$ cat src/design/selective_receive_handle_queue_top_assert.svh
// Assertion macros for the selective receive handle queue.
`ifndef SELECTIVE_RECEIVE_HANDLE_QUEUE_TOP_ASSERT_SVH
`define SELECTIVE_RECEIVE_HANDLE_QUEUE_TOP_ASSERT_SVH
`ifndef SYNTHESIS
`define SRHQ_ASSERT_SAME(lbl, clk, rst_n, ante, cons) \
	lbl: assert property (@(posedge clk) disable iff (!rst_n) (ante) |-> (cons)) \
		else $error("srhq assertion failed");
`define SRHQ_ASSERT_NEXT(lbl, clk, rst_n, ante, cons) \
	lbl: assert property (@(posedge clk) disable iff (!rst_n) (ante) |=> (cons)) \
		else $error("srhq assertion failed");
`else
`define SRHQ_ASSERT_SAME(lbl, clk, rst_n, ante, cons)
`define SRHQ_ASSERT_NEXT(lbl, clk, rst_n, ante, cons)
`endif
`endif

$ cat src/design/srhq_pkg.sv
// Shared types and constants of the selective receive handle queue.
`default_nettype none
package srhq_pkg;
	localparam int QUEUE_SLOTS_DEF = 16;

	localparam logic [1:0] ST_OK      = 2'd0;
	localparam logic [1:0] ST_FULL    = 2'd1;
	localparam logic [1:0] ST_NOMATCH = 2'd2;

	localparam logic ACT_DEPOSIT = 1'b0;
	localparam logic ACT_TAKE    = 1'b1;

	typedef struct packed {
		logic [63:0] handle;
		logic [31:0] sender;
	} entry_t;
endpackage
`default_nettype wire

$ cat src/design/srhq_ram.sv
// Single-port-write, registered-read mailbox entry memory.
`default_nettype none
module srhq_ram #(
	parameter int DEPTH = srhq_pkg::QUEUE_SLOTS_DEF,
	parameter int AW    = $clog2(DEPTH)
) (
	input  wire                   clk,
	input  wire                   we,
	input  wire  [AW-1:0]         waddr,
	input  srhq_pkg::entry_t      wdata,
	input  wire                   re,
	input  wire  [AW-1:0]         raddr,
	output srhq_pkg::entry_t      rdata
);
	srhq_pkg::entry_t mem [DEPTH];
	srhq_pkg::entry_t rdata_q;

	always_ff @(posedge clk) begin
		if (we) begin
			mem[waddr] <= wdata;
		end
	end

	always_ff @(posedge clk) begin
		if (re) begin
			rdata_q <= mem[raddr];
		end
	end

	assign rdata = rdata_q;
endmodule
`default_nettype wire

$ cat src/design/selective_receive_handle_queue_top.sv
// Top level of the selective receive handle queue.
// Usage: drive action, handle, sender and wanted_sender and raise start;
// the command beat is taken at a rising edge with start high and busy low.
// A deposit (action 0) appends (handle, sender) at the tail, or answers
// status 1 when QUEUE_SLOTS-1 entries are held. A take (action 1) finds the
// oldest entry whose sender equals wanted_sender (0 matches any), returns its
// handle with status 0 and closes the gap, or answers status 2 with handle 0.
// Each result beat shows on status and out_handle for one cycle with done high;
// the receiver cannot stall it.
// A deposit, and a take on an empty ring, answer in the cycle after the
// command and leave busy low, so such commands may follow every cycle.
// A take reads each entry from the single entry memory (S_READ, then
// S_CHECK) while scanning, then moves each older entry (S_SHIFT_RD, then
// S_SHIFT_WR) to close the gap, with busy high until the result beat.
// Reset clears head and tail (empty ring) and any pending result; the entry
// memory is not cleared since only written slots are ever read.
`default_nettype none
module selective_receive_handle_queue_top #(
	parameter int QUEUE_SLOTS = srhq_pkg::QUEUE_SLOTS_DEF
) (
	input  wire         clk,
	input  wire         arst_n,
	input  wire         start,
	output logic        busy,
	input  wire         action,
	input  wire  [63:0] handle,
	input  wire  [31:0] sender,
	input  wire  [31:0] wanted_sender,
	output logic        done,
	output logic [1:0]  status,
	output logic [63:0] out_handle
);
	localparam int IW = $clog2(QUEUE_SLOTS);
	localparam logic [IW-1:0] LAST = IW'(QUEUE_SLOTS - 1);

	typedef enum logic [2:0] {
		S_IDLE,
		S_READ,
		S_CHECK,
		S_SHIFT_RD,
		S_SHIFT_WR
	} state_t;

	state_t        state_q;
	logic [IW-1:0] head_q;
	logic [IW-1:0] tail_q;
	logic          done_q;
	logic [1:0]    status_q;
	logic [63:0]   out_handle_q;

	logic [IW-1:0] i_q;
	logic [IW-1:0] j_q;
	logic [31:0]   want_q;
	logic [63:0]   found_q;

	logic              mem_we;
	logic [IW-1:0]     mem_waddr;
	srhq_pkg::entry_t  mem_wdata;
	logic              mem_re;
	logic [IW-1:0]     mem_raddr;
	srhq_pkg::entry_t  mem_rdata;

	function automatic logic [IW-1:0] slot_next(input logic [IW-1:0] s);
		slot_next = (s == LAST) ? '0 : s + IW'(1);
	endfunction

	function automatic logic [IW-1:0] slot_prev(input logic [IW-1:0] s);
		slot_prev = (s == '0) ? LAST : s - IW'(1);
	endfunction

	logic          accept;
	logic          full_w;
	logic          match_w;
	logic [IW-1:0] i_next;
	logic [IW-1:0] j_prev;

	assign accept  = start && !busy;
	assign full_w  = (slot_next(tail_q) == head_q);
	assign match_w = (want_q == 32'd0) || (mem_rdata.sender == want_q);
	assign i_next  = slot_next(i_q);
	assign j_prev  = slot_prev(j_q);

	assign busy       = (state_q != S_IDLE);
	assign done       = done_q;
	assign status     = status_q;
	assign out_handle = out_handle_q;

	always_comb begin
		mem_we           = 1'b0;
		mem_waddr        = tail_q;
		mem_wdata.handle = handle;
		mem_wdata.sender = sender;
		mem_re           = 1'b0;
		mem_raddr        = i_q;
		case (state_q)
			S_IDLE: begin
				mem_we = accept && (action == srhq_pkg::ACT_DEPOSIT) && !full_w;
			end
			S_READ: begin
				mem_re = 1'b1;
			end
			S_SHIFT_RD: begin
				mem_re    = 1'b1;
				mem_raddr = j_prev;
			end
			S_SHIFT_WR: begin
				mem_we    = 1'b1;
				mem_waddr = j_q;
				mem_wdata = mem_rdata;
			end
			default: begin
			end
		endcase
	end

	srhq_ram #(
		.DEPTH (QUEUE_SLOTS),
		.AW    (IW)
	) u_ram (
		.clk   (clk),
		.we    (mem_we),
		.waddr (mem_waddr),
		.wdata (mem_wdata),
		.re    (mem_re),
		.raddr (mem_raddr),
		.rdata (mem_rdata)
	);

	always_ff @(posedge clk) begin
		case (state_q)
			S_IDLE: begin
				if (accept) begin
					i_q    <= head_q;
					want_q <= wanted_sender;
				end
			end
			S_CHECK: begin
				if (match_w) begin
					found_q <= mem_rdata.handle;
					j_q     <= i_q;
				end else begin
					i_q <= i_next;
				end
			end
			S_SHIFT_WR: begin
				j_q <= j_prev;
			end
			default: begin
			end
		endcase
	end

	always_ff @(posedge clk or negedge arst_n) begin
		if (!arst_n) begin
			state_q      <= S_IDLE;
			head_q       <= '0;
			tail_q       <= '0;
			done_q       <= 1'b0;
			status_q     <= srhq_pkg::ST_OK;
			out_handle_q <= '0;
		end else begin
			done_q <= 1'b0;
			case (state_q)
				S_IDLE: begin
					if (accept) begin
						if (action == srhq_pkg::ACT_DEPOSIT) begin
							done_q       <= 1'b1;
							out_handle_q <= '0;
							if (full_w) begin
								status_q <= srhq_pkg::ST_FULL;
							end else begin
								status_q <= srhq_pkg::ST_OK;
								tail_q   <= slot_next(tail_q);
							end
						end else if (head_q == tail_q) begin
							done_q       <= 1'b1;
							status_q     <= srhq_pkg::ST_NOMATCH;
							out_handle_q <= '0;
						end else begin
							state_q <= S_READ;
						end
					end
				end
				S_READ: begin
					state_q <= S_CHECK;
				end
				S_CHECK: begin
					if (match_w) begin
						if (i_q == head_q) begin
							head_q       <= slot_next(head_q);
							done_q       <= 1'b1;
							status_q     <= srhq_pkg::ST_OK;
							out_handle_q <= mem_rdata.handle;
							state_q      <= S_IDLE;
						end else begin
							state_q <= S_SHIFT_RD;
						end
					end else if (i_next == tail_q) begin
						done_q       <= 1'b1;
						status_q     <= srhq_pkg::ST_NOMATCH;
						out_handle_q <= '0;
						state_q      <= S_IDLE;
					end else begin
						state_q <= S_READ;
					end
				end
				S_SHIFT_RD: begin
					state_q <= S_SHIFT_WR;
				end
				S_SHIFT_WR: begin
					if (j_prev == head_q) begin
						head_q       <= slot_next(head_q);
						done_q       <= 1'b1;
						status_q     <= srhq_pkg::ST_OK;
						out_handle_q <= found_q;
						state_q      <= S_IDLE;
					end else begin
						state_q <= S_SHIFT_RD;
					end
				end
				default: begin
					state_q <= S_IDLE;
				end
			endcase
		end
	end

`include "selective_receive_handle_queue_top_assert.svh"

	`SRHQ_ASSERT_SAME(a_fail_no_handle, clk, arst_n,
		done && (status != srhq_pkg::ST_OK), out_handle == 64'd0)
	`SRHQ_ASSERT_NEXT(a_empty_take_nomatch, clk, arst_n,
		accept && (action == srhq_pkg::ACT_TAKE) && (head_q == tail_q),
		done && (status == srhq_pkg::ST_NOMATCH))
	`SRHQ_ASSERT_NEXT(a_deposit_nonempty, clk, arst_n,
		accept && (action == srhq_pkg::ACT_DEPOSIT) && !full_w,
		(tail_q != head_q) && done && (status == srhq_pkg::ST_OK))
endmodule
`default_nettype wire
$ cat config.mk
export PLATFORM = sky130hd
export DESIGN_NAME = selective_receive_handle_queue_top
export DESIGN_NICKNAME = d
export VERILOG_FILES = /design/src/design/srhq_pkg.sv /design/src/design/srhq_ram.sv /design/src/design/selective_receive_handle_queue_top.sv
export VERILOG_INCLUDE_DIRS = /design/src /design/src/design
export SDC_FILE = /design/constraint.sdc
export NUM_CORES = 2
export LEC_CHECK = 0
export ABC_CLOCK_PERIOD_IN_PS = 16200
export BUFFER_PORTS_ARGS = -buffer_cell sky130_fd_sc_hd__buf_2
export CORE_UTILIZATION = 37
export DETAILED_ROUTE_END_ITERATION = 12
export GPL_TIMING_DRIVEN = 0
export SYNTH_ARGS = -nofsm -noshare
export SYNTH_HDL_FRONTEND = slang
export SYNTH_HIERARCHICAL = 1
export SYNTH_SLANG_ARGS = --single-unit
export TNS_END_PERCENT = 30
$ cat constraint.sdc
create_clock -name clk -period 16.2 [get_ports clk]
set_input_delay 0.81 -clock clk [delete_from_list [all_inputs] [get_ports clk]]
set_output_delay 0.81 -clock clk [all_outputs]
set_load 0.005 [all_outputs]
# After elaboration in Yosys (flattened, before gate mapping)
# Memories as Yosys holds them, arrays and structs flattened. A register that Yosys moved wholly into a read port is not among the register bits.
# Cells that the tools add are included.
# Widths: inputs -> output; s select.
[totals]
rom_bits = 0
out_inout_bits = 68
ram_bits = 1536
wordCells = 115
regBits = 182
mem_count = 1
inputBits = 132
latchBits = 0
[op_classes]
n_div = 0
n_bitwise = 2
n_reduce_logical = 22
mux = 53
mul = 0
addsub = 4
order_cmp = 0
n_eq_ne = 23
shift = 0
[mem_list]
columns = ["name", "words", "word_bits", "rd", "rd_clocked_by_memory_dff", "write_ports", "line", "text"]
rows = [
  ["u_ram.mem", 16, 96, 1, 1, 1, "srhq_ram.sv:15", "srhq_pkg::entry_t mem [DEPTH];"],
]
[op_table]
columns = ["operator", "n"]
rows = [
  ["$mux 64", 7],
  ["$pmux 64 s3", 1],
  ["$mux 96", 1],
  ["$mux 4", 12],
  ["$eq 32x32->1", 1],
  ["$logic_not 32->1", 1],
  ["$pmux 4 s2", 3],
  ["$eq 4x4->1", 5],
  ["$mux 2", 9],
  ["$pmux 3 s5", 1],
  ["$ne 2x2->1 const B", 7],
  ["$add 4x1->4 const B", 3],
  ["$eq 4x4->1 const B", 3],
  ["$mux 1", 12],
  ["$mux 3", 4],
  ["$ne 3x3->1 const B", 3],
  ["$reduce_and 4->1", 2],
  ["$eq 3x2->1 const B", 2],
  ["$pmux 2 s3", 1],
  ["$reduce_and 2->1", 3],
  ["$reduce_and 3->1", 2],
  ["$reduce_and 6->1", 1],
  ["$reduce_bool 3->1", 2],
  ["$logic_not 4->1", 1],
  ["12 further kinds", 17],
]

# Longest topological paths before layout
[logic_depth]
ltp_word = 8
mapped_depth = 11
ltp_nobuf = 9

# Hierarchy
# The synthesis kept the hierarchy.
[modules_own_cells]
columns = ["module", "seq_area_each_um2", "cells_per_inst", "area_per_inst_um2", "n_inst"]
rows = [
  ["srhq_ram", 49007.0, 2460, 60316.6, 1],
  ["selective_receive_handle_queue_top", 5074.9, 844, 8963.6, 1],
]

# Worst setup path before layout
# Ideal clock, no wire load.
[synth_timing]
path_kind = "register -> register"
start = "register tail_q[1]"
end = "memory u_ram/mem[0][0] (netlist bit), enable pin"
path_buffers = 0
slack_ps = 6879
t_required_ps = 15532
setup_ps = 668
stages_incl_launch_ff = 10
t_arrival_ps = 8653
synth_period_minus_slack_ps = 9321
cell_sequence = "dfrtp_1 > ha_1 > a21oi_1 > o21ai_0 > o21ai_0 > xor2_1 > o21ai_1 > a21boi_0 > or3b_2 > nor3_1"
[synth_via]
elab_chain_len = 8
elab_cells_between_ends = 10
classes_between = "add/sub (1); eq/ne (2); mux (5); reduce/logical (2)"
[synth_rtl]
columns = ["element", "line", "text"]
rows = [
  ["start: declaration", "selective_receive_handle_queue_top.sv:46", "logic [IW-1:0] tail_q;"],
  ["start signal: assignment", "selective_receive_handle_queue_top.sv:173", "tail_q <= slot_next(tail_q);"],
  ["$add 4x1->4 / $eq 4x4->1 (equally long branches)", "selective_receive_handle_queue_top.sv:64", "slot_next = (s == LAST) ? '0 : s + IW'(1);"],
  ["$mux 4 (*)", "selective_receive_handle_queue_top.sv:64", ""],
  ["$eq 4x4->1 (*)", "selective_receive_handle_queue_top.sv:78", "assign full_w = (slot_next(tail_q) == head_q);"],
  ["$logic_not 1->1 (*)", "selective_receive_handle_queue_top.sv:97", "mem_we = accept && (action == srhq_pkg::ACT_DEPOSIT) && !full_w;"],
  ["$logic_and 1x1->1 (*)", "selective_receive_handle_queue_top.sv:97", ""],
  ["$pmux 1 s2 (*)", "selective_receive_handle_queue_top.sv:95", "case (state_q)"],
  ["via mem_we", "selective_receive_handle_queue_top.sv:56", "logic mem_we;"],
  ["$mux 1 (*)", "srhq_ram.sv:19", "if (we) begin"],
  ["$mux 1 (implied by the code) (*)", "srhq_ram.sv:20", "mem[waddr] <= wdata;"],
  ["end: declaration", "srhq_ram.sv:15", ""],
]
# The timed path passes the listed nets; every way through them passes the cells marked *.

# Worst setup path after layout
[layout_timing]
start = "register state_q[1]"
end = "memory u_ram/mem[3][78] (netlist bit), enable pin"
[layout_via]
elab_cells_between_ends = 11
classes_between = "eq/ne (1); mux (4); reduce/logical (6)"
[layout_lines]
columns = ["element", "line", "text"]
rows = [
  ["start: declaration", "selective_receive_handle_queue_top.sv:44", "state_t state_q;"],
  ["start signal: assignment", "selective_receive_handle_queue_top.sv:155", "state_q <= S_IDLE;"],
  ["start signal: assignment", "selective_receive_handle_queue_top.sv:180", "state_q <= S_READ;"],
  ["start signal: assignment", "selective_receive_handle_queue_top.sv:185", "state_q <= S_CHECK;"],
  ["$eq 3x3->1", "selective_receive_handle_queue_top.sv:95", ""],
  ["$mux 4", "selective_receive_handle_queue_top.sv:95", ""],
  ["via mem_waddr[0]", "selective_receive_handle_queue_top.sv:57", "logic [IW-1:0] mem_waddr;"],
]
# The timed path passes the listed nets, and every way through them passes these cells.

==> flow_summary.yaml <==
routing:
  num_vias: 34697
  ant_nets: 0
  wl_mm: 179.5
  drt_iter0_markers: 3384
  viasPerCell: 5.389
  firstDrtPassIters: 5
  wl_per_cell_um: 27.88
  drc_errors: 0
final_layout:
  areaGrowthSynthToFinish_pct: 17.75
  utilization: 0.4395
  nets: 3946
  layout-drive-gt1-share: 0.2738
  fin_area_mm2: 0.08158
clocking:
  htreeDepth: 4
  cts_resized: 0
  cts.clk_slew.worst_paths_ns: 0.07
  cts_tree: "yes"
  cts_root_buffer: "clkbuf_16"
  numCtsBuffers: 177
  clock_latency_ns: 0.81
  hold_buffers: 1
  clk_path_buf_depth: 3
  cts_setup_buffers: 0
  clock_sinks: 1814
logic_synthesis:
  synth_common_cells: "edfxtp_1 (1,736), nand2_1 (419), mux4_2 (384)"
  synth_edf_count: 1736
  synthTopCellsByArea: "edfxtp_1 (75%), mux4_2 (12%), dfrtp_1 (2.8%), nand2_1 (2.3%), a22oi_1 (2.1%)"
  synth_cell_types: 46
  yosysMostFrequentCell: "edfxtp_1"
  yosysTopAreaCell: "edfxtp_1"
  ys_seq_elements: 1814
  seq_area_frac_synth: 0.7806
  ys_dominant_reg_cell: "edfxtp_1"
  synthCells: 3304
  yosys_warnings: 6
  mappedNetlistArea_mm2: 0.06928
  ys_async_sr_fraction: 0.04300
  synth_top_area_frac: 0.7525
  syn_avg_cell_area_um2: 20.97
  synth_fp_nets: 3440
floorplanning:
  die_h_um: 434.7
  placeableCoreArea_mm2: 0.1856
  die-area_mm2: 0.1890
  fp-row-count: 158
  io_pins: 200
  die_w_um: 434.7
  initial_core_util: 0.3732
pwr:
  ir_drop_v: 0.0001213
  leakagePower_nw: 27.61
  swShare: 0.1940
  seq_power_share: 0.544
  clockPowerShare: 0.446
  p_comb_frac: 0.010
  p_sw_w: 0.001827
  power.internal_w: 0.007592
  powerDensity_mw_per_mm2: 115.5
placement:
  finalWeightedCongestion: 0.7974
  placedInstanceArea_mm2: 0.07565
  dp_hpwl_mm: 116.7
  io_buffers: 199
timing:
  hold_viol_final: 0
  setup-violations-final: 0
  worst_pin_slew_ns: 1.142
  fin_worst_skew_ns: 0.03668
  layout_worst_path_cycle_share: 0.3383
  rsz0062_at_grt: "no"
  slew_violations: 0
  relSlewSlack: 0.2379
  period_minus_slack_ns: 5.481
  fmax_mhz: 182.4
grt:
  first_global_vias: 35879
  antenna_found_initial: 9
  grt_overflow: 0
  grt_usage: 0.1892
  grt_max_degree: 47
  grt_pass1_wl_mm: 257.7
worst_setup_path:
  cp.required_ns: 16.71
  rrSetupSlack_ns: 10.72
  cp_max_fo: 22
  worstSetupEndpointType: "flop"
  worstPathArrival_ns: 5.99
  path_class: "flop to flop"
  worstSetupStartpointType: "flop"
run_status:
  outcome: "finished, final reports clean"
hold_path:
  worstHoldPathType: "primary input to flop"
job:
  drv_cap: 0
==> power by group through the flow <==
stage / combinational, W / clock [W] / sequential (W)
6_report: 0.0000901 / 0.00420 / 0.00513
5_1_grt: 0.000101 / 0.00444 / 0.00512
4_1_cts: 0.0000931 / 0.00428 / 0.00513
3_5_place_dp: 0.0000930 / 0 / 0.00523
3_3_place_gp: 0.0000864 / 0 / 0.00523
2_1_floorplan: 0.0000367 / 0 / 0.00523
==> cells by family (layout without fill, tap and decap cells) <==
logic type,count (synthesis),count (layout),share of synthesized area
DFF,1814,1814,0.7806
and+or+nand+nor,492,492,0.02832
muxes,454,454,0.1362
AOI/OAI and AO/OA,298,298,0.03301
buffers and inverters,188,839,0.01430
xor gates and xnor gates,54,54,0.006827
adders and majority gates,4,4,0.0007224
other,0,3,0
==> registers in the layout, summed over array words and instances (netlist names) <==
| signal | cells |
|---|---|
| tail_q | 4 |
| done | 1 |
| status | 2 |
| u_ram/mem | 1536 |
| want_q | 32 |
| found_q | 64 |
| out_handle | 64 |
| i_q | 4 |
| u_ram/rdata | 96 |
| j_q | 4 |
| state_q | 3 |
| head_q | 4 |
==> cells in the final DEF (no fill, tap or decap), types with 31 or more instances in the layout <==
master and n:
clkinv_1 34, dfrtp_1 78, buf_6 75, mux2_1 34, mux4_2 384, xnor2_1 40, buf_2 210, clkbuf_16 183
buf_1 31, a22o_1 64, a22oi_1 192, buf_12 54, edfxtp_1 1736, mux2_2 35, clkbuf_1 124, nand2_1 419
==> through the flow <==
stage                     hold slack, ns  TNS (ns)  worst slack [ns]  cells  power (W)
after floorplan                   0.4508         0             6.879   3304   0.005263
after global placement            0.4619  -2318.49            -6.282   5983   0.005313
after detailed placement          0.4649         0             10.77   6110   0.005320
after CTS                        0.09738         0             10.75   6435   0.009501
after global routing              0.1238         0             10.45   6438   0.009664
final                             0.1678         0             10.72   6438   0.009419
==> critical path: stages, from the launching register on <==
cell      delay (ns)
dfrtp_1         0.36
clkbuf_1        0.19
nor2_1          0.26
nand2_1         0.19
clkbuf_2        0.26
buf_12          0.22
clkbuf_1        0.41
o21ai_0         0.91
nand2_1         0.47
nor2_4          0.88
buf_12          0.31
buf_12          0.22
buf_12          0.21
buf_16          0.19
==> cell type report <==
class | count | area, um2
clock inverter | 97 | 1105
timing repair buffer | 327 | 3148
sequential | 1814 | 54080
buffer | 180 | 968.4
fill | 15616 | 104100
clock buffer | 227 | 4805
antenna | 3 | 7.507
inverter | 8 | 30.03
multi-input combinational | 1302 | 14330
tap | 2480 | 3103
==> layer usage <==
| metal | GRT usage | share of wire | wire (um) |
|---|---|---|---|
| met3 | 0.02952 | 0.058 | 10360 |
| met1 | 0.2486 | 0.41 | 72990 |
| met5 | 0 | 0.00025 | 44 |
| met2 | 0.3204 | 0.50 | 90540 |
| met4 | 0.06315 | 0.031 | 5547 |
==> worst paths after layout <==
check | from | endpoint | depth (start not counted)
setup reg to reg | state_q[1] | u_ram/mem[3][78] | 13
hold / removal | wanted_sender[27] | want_q[27] | 1
hold reg to reg | out_handle[34] | out_handle[34] | 1
min in group asynchronous | arst_n | out_handle[21] | 2
max in group asynchronous | arst_n | out_handle[46] | 3
setup / recovery | state_q[1] | u_ram/mem[3][78] | 13
Power figures use the tool's default switching activity.
